[config.mk]
export PLATFORM = sky130hd
export DESIGN_NAME = tinted_dithered_blend_pixel_unit
export DESIGN_NICKNAME = d
export VERILOG_FILES = /design/src/rtl/tdb_pkg.sv /design/src/rtl/tdb_tint.sv /design/src/rtl/tdb_dither.sv /design/src/rtl/tdb_blend.sv /design/src/rtl/tinted_dithered_blend_pixel_unit.sv
export VERILOG_INCLUDE_DIRS = /design/src /design/src/rtl
export SDC_FILE = /design/constraint.sdc
export NUM_CORES = 2
export LEC_CHECK = 0
export ABC_AREA = 0
export BUFFER_PORTS_ARGS = -buffer_cell sky130_fd_sc_hd__buf_2
export CORE_MARGIN = 2
export CORE_UTILIZATION = 56
export DETAILED_ROUTE_END_ITERATION = 12
export PLACE_DENSITY = 0.73
export SLEW_MARGIN = 20
export SYNTH_ARGS = -nofsm -noshare
export SYNTH_HDL_FRONTEND = slang
export SYNTH_HIERARCHICAL = 1
export SYNTH_SLANG_ARGS = --single-unit
[constraint.sdc]
create_clock -name aclk -period 15.5 [get_ports aclk]
set_clock_uncertainty 0.15 [all_clocks]
set_input_delay 3.875 -clock aclk [delete_from_list [all_inputs] [get_ports aclk]]
set_output_delay 3.875 -clock aclk [all_outputs]
set_load 0.005 [all_outputs]
[src/rtl/assert_macros.svh]
// ----------------------------------------------------------------------------
// Assertion macros
// Shared concurrent assertion wrappers clocked on aclk.
// ----------------------------------------------------------------------------
`ifndef ASSERT_MACROS_SVH
`define ASSERT_MACROS_SVH

// Checked only outside reset.
`define TDB_ASSERT(lbl, prop, msg) \
    lbl: assert property (@(posedge aclk) disable iff (!aresetn) prop) else $error(msg);

// Checked at every edge, reset included.
`define TDB_ASSERT_ALWAYS(lbl, prop, msg) \
    lbl: assert property (@(posedge aclk) prop) else $error(msg);

`endif

[src/rtl/tdb_pkg.sv]
// ----------------------------------------------------------------------------
// tdb_pkg
// Types, register indexes and arithmetic helpers of the blend pixel unit.
// ----------------------------------------------------------------------------
package tdb_pkg;

    typedef enum logic [2:0] {
        REG_TINT_ARGB         = 3'd0,
        REG_DITHER_ENABLE     = 3'd1,
        REG_DITHER_INTENSITY  = 3'd2,
        REG_DITHER_JITTER     = 3'd3,
        REG_DEPTH_TEST_ENABLE = 3'd4,
        REG_DRAW_DEPTH        = 3'd5
    } cfg_reg_e;

    localparam int unsigned CFG_INDEX_BITS = 3;
    localparam int unsigned CFG_DATA_BITS  = 32;
    localparam int unsigned FIELD_DEPTH_BITS = 16;

    typedef struct packed {
        logic [31:0] tint_argb;
        logic        dither_enable;
        logic [7:0]  dither_intensity;
        logic [1:0]  dither_jitter;
        logic        depth_test_enable;
        logic [15:0] draw_depth;
    } cfg_t;

    typedef struct packed {
        logic [31:0] src_texel;
        logic [23:0] dst_pixel;
        logic [15:0] stored_depth;
        logic [1:0]  pixel_x_low;
        logic [1:0]  pixel_y_low;
    } frag_t;

    // Tinted fragment as it moves through dither and blend.
    typedef struct packed {
        logic [7:0]  r;
        logic [7:0]  g;
        logic [7:0]  b;
        logic [7:0]  a;
        logic [23:0] dst;
        logic [3:0]  bidx;
        logic        live;
    } pix_t;

    typedef struct packed {
        logic        pixel_write;
        logic [23:0] pixel_out;
        logic        depth_write;
    } result_t;

    // floor(y / 255), exact for y below 65535.
    function automatic logic [8:0] div255_floor(input logic [16:0] y);
        logic [16:0] s;
        s = y + {8'd0, y[16:8]} + 17'd1;
        return s[16:8];
    endfunction

    // (x + 127) / 255 for x up to 255 * 255.
    function automatic logic [7:0] div255_round(input logic [15:0] x);
        logic [8:0] q;
        q = div255_floor({1'b0, x} + 17'd127);
        return q[7:0];
    endfunction

    function automatic logic [7:0] bayer_lut(input logic [3:0] idx);
        logic [7:0] v;
        unique case (idx)
            4'd0:  v = 8'd8;
            4'd1:  v = 8'd135;
            4'd2:  v = 8'd39;
            4'd3:  v = 8'd167;
            4'd4:  v = 8'd199;
            4'd5:  v = 8'd71;
            4'd6:  v = 8'd231;
            4'd7:  v = 8'd103;
            4'd8:  v = 8'd55;
            4'd9:  v = 8'd183;
            4'd10: v = 8'd23;
            4'd11: v = 8'd151;
            4'd12: v = 8'd247;
            4'd13: v = 8'd119;
            4'd14: v = 8'd215;
            4'd15: v = 8'd87;
            default: v = 8'd0;
        endcase
        return v;
    endfunction

    // Smoothstep guard over luminance: zero in the dark end, full above the ramp.
    function automatic logic [7:0] guard_lut(input logic [7:0] lum);
        logic [7:0] off;
        logic [7:0] v;
        off = lum - 8'd9;
        if (lum < 8'd9) begin
            v = 8'd0;
        end else if (lum > 8'd24) begin
            v = 8'd255;
        end else begin
            unique case (off[3:0])
                4'd0:  v = 8'd2;
                4'd1:  v = 8'd8;
                4'd2:  v = 8'd19;
                4'd3:  v = 8'd34;
                4'd4:  v = 8'd52;
                4'd5:  v = 8'd72;
                4'd6:  v = 8'd94;
                4'd7:  v = 8'd117;
                4'd8:  v = 8'd140;
                4'd9:  v = 8'd163;
                4'd10: v = 8'd185;
                4'd11: v = 8'd205;
                4'd12: v = 8'd222;
                4'd13: v = 8'd237;
                4'd14: v = 8'd248;
                4'd15: v = 8'd254;
                default: v = 8'd0;
            endcase
        end
        return v;
    endfunction

endpackage

[src/rtl/tdb_tint.sv]
// ----------------------------------------------------------------------------
// tdb_tint
// Two pipeline stages: tint products and depth/alpha checks, then rounding.
// ----------------------------------------------------------------------------
module tdb_tint #(
    parameter int unsigned DEPTH_BITS = 16
) (
    input  logic           aclk,
    input  logic           aresetn,
    input  logic           in_valid,
    output logic           in_ready,
    input  tdb_pkg::frag_t in_frag,
    input  tdb_pkg::cfg_t  cfg,
    output logic           out_valid,
    input  logic           out_ready,
    output tdb_pkg::pix_t  out_pix
);

    localparam int unsigned CmpBits =
        (DEPTH_BITS < tdb_pkg::FIELD_DEPTH_BITS) ? DEPTH_BITS : tdb_pkg::FIELD_DEPTH_BITS;

    typedef struct packed {
        logic [15:0] pr;
        logic [15:0] pg;
        logic [15:0] pb;
        logic [15:0] pa;
        logic [23:0] dst;
        logic [3:0]  bidx;
        logic        live;
    } prod_t;

    logic          valid0_reg, valid1_reg;
    logic          en0, en1;
    prod_t         prod_reg, prod_next;
    tdb_pkg::pix_t pix_reg, pix_next;
    logic [1:0]    x_j, y_j;
    logic          depth_fail;

    assign en1      = !valid1_reg || out_ready;
    assign en0      = !valid0_reg || en1;
    assign in_ready = en0;

    assign x_j = in_frag.pixel_x_low + cfg.dither_jitter;
    assign y_j = in_frag.pixel_y_low + cfg.dither_jitter;
    assign depth_fail = cfg.depth_test_enable &&
        (cfg.draw_depth[CmpBits-1:0] > in_frag.stored_depth[CmpBits-1:0]);

    always_comb begin
        prod_next.pr   = {8'd0, in_frag.src_texel[23:16]} * {8'd0, cfg.tint_argb[23:16]};
        prod_next.pg   = {8'd0, in_frag.src_texel[15:8]}  * {8'd0, cfg.tint_argb[15:8]};
        prod_next.pb   = {8'd0, in_frag.src_texel[7:0]}   * {8'd0, cfg.tint_argb[7:0]};
        prod_next.pa   = {8'd0, in_frag.src_texel[31:24]} * {8'd0, cfg.tint_argb[31:24]};
        prod_next.dst  = in_frag.dst_pixel;
        prod_next.bidx = {y_j, x_j};
        prod_next.live = !depth_fail && (in_frag.src_texel[31:24] != 8'd0);
    end

    always_comb begin
        pix_next.r    = tdb_pkg::div255_round(prod_reg.pr);
        pix_next.g    = tdb_pkg::div255_round(prod_reg.pg);
        pix_next.b    = tdb_pkg::div255_round(prod_reg.pb);
        pix_next.a    = tdb_pkg::div255_round(prod_reg.pa);
        pix_next.dst  = prod_reg.dst;
        pix_next.bidx = prod_reg.bidx;
        // A tint that rounds alpha to zero drops the pixel as well.
        pix_next.live = prod_reg.live && (pix_next.a != 8'd0);
    end

    always_ff @(posedge aclk) begin
        if (!aresetn) begin
            valid0_reg <= 1'b0;
            valid1_reg <= 1'b0;
        end else begin
            if (en0) valid0_reg <= in_valid;
            if (en1) valid1_reg <= valid0_reg;
        end
    end

    always_ff @(posedge aclk) begin
        if (en0) prod_reg <= prod_next;
        if (en1) pix_reg  <= pix_next;
    end

    assign out_valid = valid1_reg;
    assign out_pix   = pix_reg;

endmodule

[src/rtl/tdb_dither.sv]
// ----------------------------------------------------------------------------
// tdb_dither
// Seven-stage ordered dither: luminance, guard scaling, Bayer threshold and
// five-bit requantization of each channel when dither_on is set.
// ----------------------------------------------------------------------------
module tdb_dither (
    input  logic          aclk,
    input  logic          aresetn,
    input  logic          in_valid,
    output logic          in_ready,
    input  tdb_pkg::pix_t in_pix,
    input  tdb_pkg::cfg_t cfg,
    output logic          out_valid,
    input  logic          out_ready,
    output tdb_pkg::pix_t out_pix
);

    localparam int unsigned Stages = 7;

    typedef struct packed {
        tdb_pkg::pix_t pix;
        logic [15:0]   work;
        logic [12:0]   sr;
        logic [12:0]   sg;
        logic [12:0]   sb;
    } ds_t;

    logic [Stages-1:0] valid_reg;
    logic [Stages-1:0] en;
    ds_t               d_reg  [Stages];
    ds_t               d_next [Stages];
    logic              dither_on;

    function automatic logic [12:0] scaled_sum(input logic [7:0] c, input logic [7:0] thr);
        return {5'd0, c} * 13'd31 + {5'd0, thr};
    endfunction

    // Five-bit level, clamped, widened back to eight bits by bit replication.
    function automatic logic [7:0] requant(input logic [12:0] s);
        logic [8:0] q;
        logic [4:0] q5;
        q  = tdb_pkg::div255_floor({4'd0, s});
        q5 = (q > 9'd31) ? 5'd31 : q[4:0];
        return {q5, q5[4:2]};
    endfunction

    assign dither_on = cfg.dither_enable && (cfg.dither_intensity != 8'd0);

    always_comb begin
        for (int i = Stages - 1; i >= 0; i--) begin
            if (i == Stages - 1) begin
                en[i] = !valid_reg[i] || out_ready;
            end else begin
                en[i] = !valid_reg[i] || en[i+1];
            end
        end
    end
    assign in_ready = en[0];

    always_comb begin
        logic [15:0] lum_sum;
        lum_sum = {8'd0, in_pix.r} * 16'd77 + {8'd0, in_pix.g} * 16'd150
                + {8'd0, in_pix.b} * 16'd29;
        d_next[0]      = d_reg[0];
        d_next[0].pix  = in_pix;
        d_next[0].work = {8'd0, lum_sum[15:8]};
        d_next[0].sr   = '0;
        d_next[0].sg   = '0;
        d_next[0].sb   = '0;

        d_next[1]      = d_reg[0];
        d_next[1].work = {8'd0, tdb_pkg::guard_lut(d_reg[0].work[7:0])}
                       * {8'd0, cfg.dither_intensity};

        d_next[2]      = d_reg[1];
        d_next[2].work = {8'd0, tdb_pkg::div255_round(d_reg[1].work)};

        d_next[3]      = d_reg[2];
        d_next[3].work = {8'd0, tdb_pkg::bayer_lut(d_reg[2].pix.bidx)}
                       * {8'd0, d_reg[2].work[7:0]};

        d_next[4]      = d_reg[3];
        d_next[4].work = {8'd0, tdb_pkg::div255_round(d_reg[3].work)};

        d_next[5]    = d_reg[4];
        d_next[5].sr = scaled_sum(d_reg[4].pix.r, d_reg[4].work[7:0]);
        d_next[5].sg = scaled_sum(d_reg[4].pix.g, d_reg[4].work[7:0]);
        d_next[5].sb = scaled_sum(d_reg[4].pix.b, d_reg[4].work[7:0]);

        d_next[6] = d_reg[5];
        if (dither_on) begin
            d_next[6].pix.r = requant(d_reg[5].sr);
            d_next[6].pix.g = requant(d_reg[5].sg);
            d_next[6].pix.b = requant(d_reg[5].sb);
        end
    end

    always_ff @(posedge aclk) begin
        if (!aresetn) begin
            valid_reg <= '0;
        end else begin
            if (en[0]) valid_reg[0] <= in_valid;
            for (int i = 1; i < Stages; i++) begin
                if (en[i]) valid_reg[i] <= valid_reg[i-1];
            end
        end
    end

    always_ff @(posedge aclk) begin
        for (int i = 0; i < Stages; i++) begin
            if (en[i]) d_reg[i] <= d_next[i];
        end
    end

    assign out_valid = valid_reg[Stages-1];
    assign out_pix   = d_reg[Stages-1].pix;

endmodule

[src/rtl/tdb_blend.sv]
// ----------------------------------------------------------------------------
// tdb_blend
// Alpha blend over the destination in two stages; the second stage is the
// result register of the unit.
// ----------------------------------------------------------------------------
module tdb_blend (
    input  logic             aclk,
    input  logic             aresetn,
    input  logic             in_valid,
    output logic             in_ready,
    input  tdb_pkg::pix_t    in_pix,
    input  tdb_pkg::cfg_t    cfg,
    output logic             out_valid,
    input  logic             out_ready,
    output tdb_pkg::result_t out_result
);

    typedef struct packed {
        logic [15:0] sr;
        logic [15:0] sg;
        logic [15:0] sb;
        logic        live;
    } bs_t;

    logic             valid0_reg, valid1_reg;
    logic             en0, en1;
    bs_t              sum_reg, sum_next;
    tdb_pkg::result_t res_reg, res_next;
    logic [7:0]       ia;

    assign en1      = !valid1_reg || out_ready;
    assign en0      = !valid0_reg || en1;
    assign in_ready = en0;

    // With full alpha the weighted sum is c * 255, which rounds back to c.
    assign ia = 8'd255 - in_pix.a;

    always_comb begin
        sum_next.sr   = {8'd0, in_pix.r} * {8'd0, in_pix.a}
                      + {8'd0, in_pix.dst[23:16]} * {8'd0, ia};
        sum_next.sg   = {8'd0, in_pix.g} * {8'd0, in_pix.a}
                      + {8'd0, in_pix.dst[15:8]} * {8'd0, ia};
        sum_next.sb   = {8'd0, in_pix.b} * {8'd0, in_pix.a}
                      + {8'd0, in_pix.dst[7:0]} * {8'd0, ia};
        sum_next.live = in_pix.live;
    end

    always_comb begin
        res_next.pixel_write = sum_reg.live;
        res_next.depth_write = sum_reg.live && cfg.depth_test_enable;
        if (sum_reg.live) begin
            res_next.pixel_out = {tdb_pkg::div255_round(sum_reg.sr),
                                  tdb_pkg::div255_round(sum_reg.sg),
                                  tdb_pkg::div255_round(sum_reg.sb)};
        end else begin
            res_next.pixel_out = '0;
        end
    end

    always_ff @(posedge aclk) begin
        if (!aresetn) begin
            valid0_reg <= 1'b0;
            valid1_reg <= 1'b0;
        end else begin
            if (en0) valid0_reg <= in_valid;
            if (en1) valid1_reg <= valid0_reg;
        end
    end

    always_ff @(posedge aclk) begin
        if (en0) sum_reg <= sum_next;
        if (en1) res_reg <= res_next;
    end

    assign out_valid  = valid1_reg;
    assign out_result = res_reg;

endmodule

[src/rtl/tinted_dithered_blend_pixel_unit.sv]
// Tinted, dithered alpha-blend fragment unit. It takes one fragment request per
// clock while the result side is not stalled, and returns exactly one result per
// request, in order, after two stages of tinting, seven of ordered dither and two
// of blending, each holding one request. The pipeline stages have their own valid
// bits and stall independently, so bubbles are squeezed out and new requests keep
// entering while a finished result waits on m_tready, until every stage is full.
// Configuration is written through cfg_we/cfg_index/cfg_wdata and must only
// change while no request is in flight.
// ----------------------------------------------------------------------------
// tinted_dithered_blend_pixel_unit
// Top level: configuration registers, stream ports and pipeline chain.
// ----------------------------------------------------------------------------
`include "assert_macros.svh"

module tinted_dithered_blend_pixel_unit #(
    parameter int unsigned DEPTH_BITS = 16
) (
    input  logic        aclk,
    input  logic        aresetn,
    input  logic        s_tvalid,
    output logic        s_tready,
    // src_texel[31:0], dst_pixel[55:32], stored_depth[71:56],
    // pixel_x_low[73:72], pixel_y_low[75:74], zero fill [79:76]
    input  logic [79:0] s_tdata,
    output logic        m_tvalid,
    input  logic        m_tready,
    // pixel_write[0], pixel_out[24:1], depth_write[25], zero fill [31:26]
    output logic [31:0] m_tdata,
    input  logic                               cfg_we,
    input  logic [tdb_pkg::CFG_INDEX_BITS-1:0] cfg_index,
    input  logic [tdb_pkg::CFG_DATA_BITS-1:0]  cfg_wdata
);

    logic [31:0] tint_argb_reg;
    logic        dither_enable_reg;
    logic [7:0]  dither_intensity_reg;
    logic [1:0]  dither_jitter_reg;
    logic        depth_test_enable_reg;
    logic [15:0] draw_depth_reg;

    tdb_pkg::cfg_t    cfg;
    tdb_pkg::frag_t   frag;
    tdb_pkg::pix_t    tint_pix, dith_pix;
    tdb_pkg::result_t result;
    logic             tint_valid, tint_ready, dith_valid, dith_ready;

    always_ff @(posedge aclk) begin
        if (!aresetn) begin
            tint_argb_reg         <= 32'hFFFF_FFFF;
            dither_enable_reg     <= 1'b0;
            dither_intensity_reg  <= 8'd0;
            dither_jitter_reg     <= 2'd0;
            depth_test_enable_reg <= 1'b0;
            draw_depth_reg        <= 16'd0;
        end else if (cfg_we) begin
            unique case (cfg_index)
                tdb_pkg::REG_TINT_ARGB:         tint_argb_reg <= cfg_wdata[31:0];
                tdb_pkg::REG_DITHER_ENABLE:     dither_enable_reg <= cfg_wdata[0];
                tdb_pkg::REG_DITHER_INTENSITY:  dither_intensity_reg <= cfg_wdata[7:0];
                tdb_pkg::REG_DITHER_JITTER:     dither_jitter_reg <= cfg_wdata[1:0];
                tdb_pkg::REG_DEPTH_TEST_ENABLE: depth_test_enable_reg <= cfg_wdata[0];
                tdb_pkg::REG_DRAW_DEPTH:        draw_depth_reg <= cfg_wdata[15:0];
                default: ;
            endcase
        end
    end

    always_comb begin
        cfg.tint_argb         = tint_argb_reg;
        cfg.dither_enable     = dither_enable_reg;
        cfg.dither_intensity  = dither_intensity_reg;
        cfg.dither_jitter     = dither_jitter_reg;
        cfg.depth_test_enable = depth_test_enable_reg;
        cfg.draw_depth        = draw_depth_reg;
    end

    always_comb begin
        frag.src_texel    = s_tdata[31:0];
        frag.dst_pixel    = s_tdata[55:32];
        frag.stored_depth = s_tdata[71:56];
        frag.pixel_x_low  = s_tdata[73:72];
        frag.pixel_y_low  = s_tdata[75:74];
    end

    tdb_tint #(
        .DEPTH_BITS(DEPTH_BITS)
    ) u_tint (
        .aclk     (aclk),
        .aresetn  (aresetn),
        .in_valid (s_tvalid),
        .in_ready (s_tready),
        .in_frag  (frag),
        .cfg      (cfg),
        .out_valid(tint_valid),
        .out_ready(tint_ready),
        .out_pix  (tint_pix)
    );

    tdb_dither u_dither (
        .aclk     (aclk),
        .aresetn  (aresetn),
        .in_valid (tint_valid),
        .in_ready (tint_ready),
        .in_pix   (tint_pix),
        .cfg      (cfg),
        .out_valid(dith_valid),
        .out_ready(dith_ready),
        .out_pix  (dith_pix)
    );

    tdb_blend u_blend (
        .aclk      (aclk),
        .aresetn   (aresetn),
        .in_valid  (dith_valid),
        .in_ready  (dith_ready),
        .in_pix    (dith_pix),
        .cfg       (cfg),
        .out_valid (m_tvalid),
        .out_ready (m_tready),
        .out_result(result)
    );

    assign m_tdata = {6'd0, result.depth_write, result.pixel_out, result.pixel_write};

    `TDB_ASSERT(a_no_write_zero, m_tvalid && !m_tdata[0] |-> m_tdata[24:1] == 24'd0,
                "dropped pixel carries color")
    `TDB_ASSERT(a_depth_write,
                m_tvalid && m_tdata[25] |-> m_tdata[0] && depth_test_enable_reg,
                "depth write without pixel write or depth test")
    `TDB_ASSERT(a_ready_when_empty, !m_tvalid |-> s_tready,
                "input stalled with empty result register")
    `TDB_ASSERT_ALWAYS(a_reset_clears, !aresetn |=> !m_tvalid, "result valid right after reset")

endmodule
==> run_results.csv <==
group,metric,value,unit
sta,grt_setup_unrepaired,"no",
global_route,grt_pass1_vias,41400,
critical_path,path_class,"in -> out",
final_layout,final_nets,7364,
final_layout,seq_area,23500,um^2
cts,cts.root.buffer_cell,"clkbuf_16",
die,die-area,118000,um^2
final_layout,multi_input_area,37000,um^2
die,die_x,344,um
place,io_buffers,143,
routing,drc,0,
global_route,use_met2,36.6,%
die,die_h,344,um
global_route,grt_use_met3,2.73,%
global_route,grt_use_total,20.7,%
critical_path,path_buf_inv,3,
place,place_hpwl,91800,um
sta,final-hold-violation-count,0,
critical_path,crit_path_cell_trace,"buf_2, nor2b_1, nand2_2, buf_4, nor2b_1, and3_1, and2_1, and3_1, nand2_4, nor2b_1, nand2_4, buf_2",
cts,cts_hold_buf,0,
routing,ant_nets,0,
place,gp_congestion,0.862,
final_layout,fillCellCount,9147,
cts,h-tree-depth,3,
cts,cts_resized,0,
critical_path,cpMaxStageDelayCell,"nor2b_1",
critical_path,critical_path_required,11.48,ns
global_route,grt_pass1_wl,200000,um
hold_path,min_from,"u_dither/d_reg[5][86]",
yosys,synth_cells,5772,
cts,cts_setup_buffers,0,
critical_path,cp-startpoint,"m_tready",
routing,wl_per_cell,15.8,um
cts,insertion_delay,0.68,ns
die,pin_count,154,
sta,setup_viol,0,
global_route,grt_antenna_before_repair,8,
status,run_status,"completed",
critical_path,cpLargestDelayFamily,"simple AND/OR/NAND/NOR gates",
yosys,ys_warn_count,6,
routing,vias_per_cell,5.28,
hold_path,min_path_type,"reg -> reg",
sta,tns,0,ns
sta,fmax,83.7,MHz
global_route,use_met1,26.7,%
final_layout,largest_reg_flops,506,
sta,min_period,11.95,ns
final_layout,drive_above_1_share,6.11,%
sta,final.period_utilization,77.1,%
cts,clkSlewWorstSetupHoldPaths,0.06,ns
cts,cts_sinks,806,
sta,slew_headroom,32.3,%
global_route,grt_max_degree,120,
cts,numCtsBuffers,86,
cts,cts_tree,"done",
die,rows,124,
routing,vias,39700,
critical_path,cp-end-kind,"output pin",
die,start_util,56.6,%
global_route,grt_overflow_total,0,
sta,worst_pin_slew,1.02,ns
routing,firstDrtPassIters,5,
sta,drv_slew,0,
critical_path,crit_fanout,70,
final_layout,area_growth,8.17,%
yosys,syn_area,64800,um^2
routing,drtIter0Drc,1962,
critical_path,rr_startpoint,"u_dither/d_reg[0][40]",
die,core-area,115000,um^2
yosys,syn_area_per_cell,11.2,um^2
critical_path,start_kind,"input port",
cts,clock_path_buffers,3,
routing,routed_wirelength,119000,um
critical_path,crit_path_frequent_cell,"nor2b_1",
critical_path,critPathMaxStageDelay,0.56,ns
job,cap_violations,0,
global_route,grt_busiest_layer,"met2",
critical_path,arrival,7.93,ns
[through the flow]
stage	hold WS [ns]	cell area [um^2]	util (%)	setup WS (ns)	std cells
CTS	0.236	70100	61.2	3.46	7522
global placement	0.250	67300	58.7	3.72	7366
global route	0.249	70100	61.2	3.08	7523
floorplan	0.250	64800	-	1.69	5779
finish	0.248	70100	61.2	3.55	7523
detailed placement	0.255	67300	58.7	3.56	7366
[placed cells by master (no fill, tap or decap), drive strengths merged, types with 38 or more instances in the layout]
cell	instances
nand3	50
fa	637
o21a	49
clkbuf	100
and3	39
mux2i	65
ha	665
nor3	71
buf	167
nand2	354
nor2	188
and2	403
xnor2	208
inv	1058
nor2b	240
xor2	119
o21ai	105
clkinv	38
dfxtp	71
nand2b	78
a21o	46
a21oi	144
edfxtp	735
[worst register-to-register path, cell delays in order, from the launching register on]
cell and delay, ns:
edfxtp_1 0.54, inv_1 0.22, nand2_1 0.11, ha_1 0.42, inv_2 0.16, nor2_1 0.08, a21o_1 0.19, a221oi_1 0.28
o21ai_0 0.13, a21oi_1 0.51, nand2_1 0.16, fa_1 0.53, fa_1 0.55, inv_1 0.05, fa_1 0.53, inv_1 0.06
fa_1 0.54, inv_1 0.05, ha_1 0.33, a21boi_1 0.17, o41a_1 0.34, a41o_1 0.27, o41ai_1 0.37, xnor2_1 0.16
[layer usage]
layer	vias up	part of all wire, %
li1	19300	-
met1	19500	44
met2	683	50
met3	192	3.8
met4	12	2.6
met5	-	0.056
[area by class of cell]
type | instances | share of cell area, %
Sequential cell | 806 | 33.5
Clock buffer | 100 | 3.16
Timing Repair Buffer | 167 | 1.28
Tap cell | 1512 | 2.70
Multi-Input combinational cell | 3828 | 52.8
Antenna cell | 1 | 0.00357
Inverter | 1053 | 5.64
Clock inverter | 56 | 0.910
[worst paths after layout]
check	endpoint	slack (ns)	depth (start not counted)
min	u_dither/d_reg[6][86]	0.25	0
max	s_tready	3.55	12
min reg2reg	u_dither/d_reg[6][86]	0.25	0
max reg2reg	u_dither/d_reg[1][54]	8.34	23
Power is left out: the tool's default activity adds up to more than one toggle a clock period on the data nets, which glitch-free logic cannot reach.
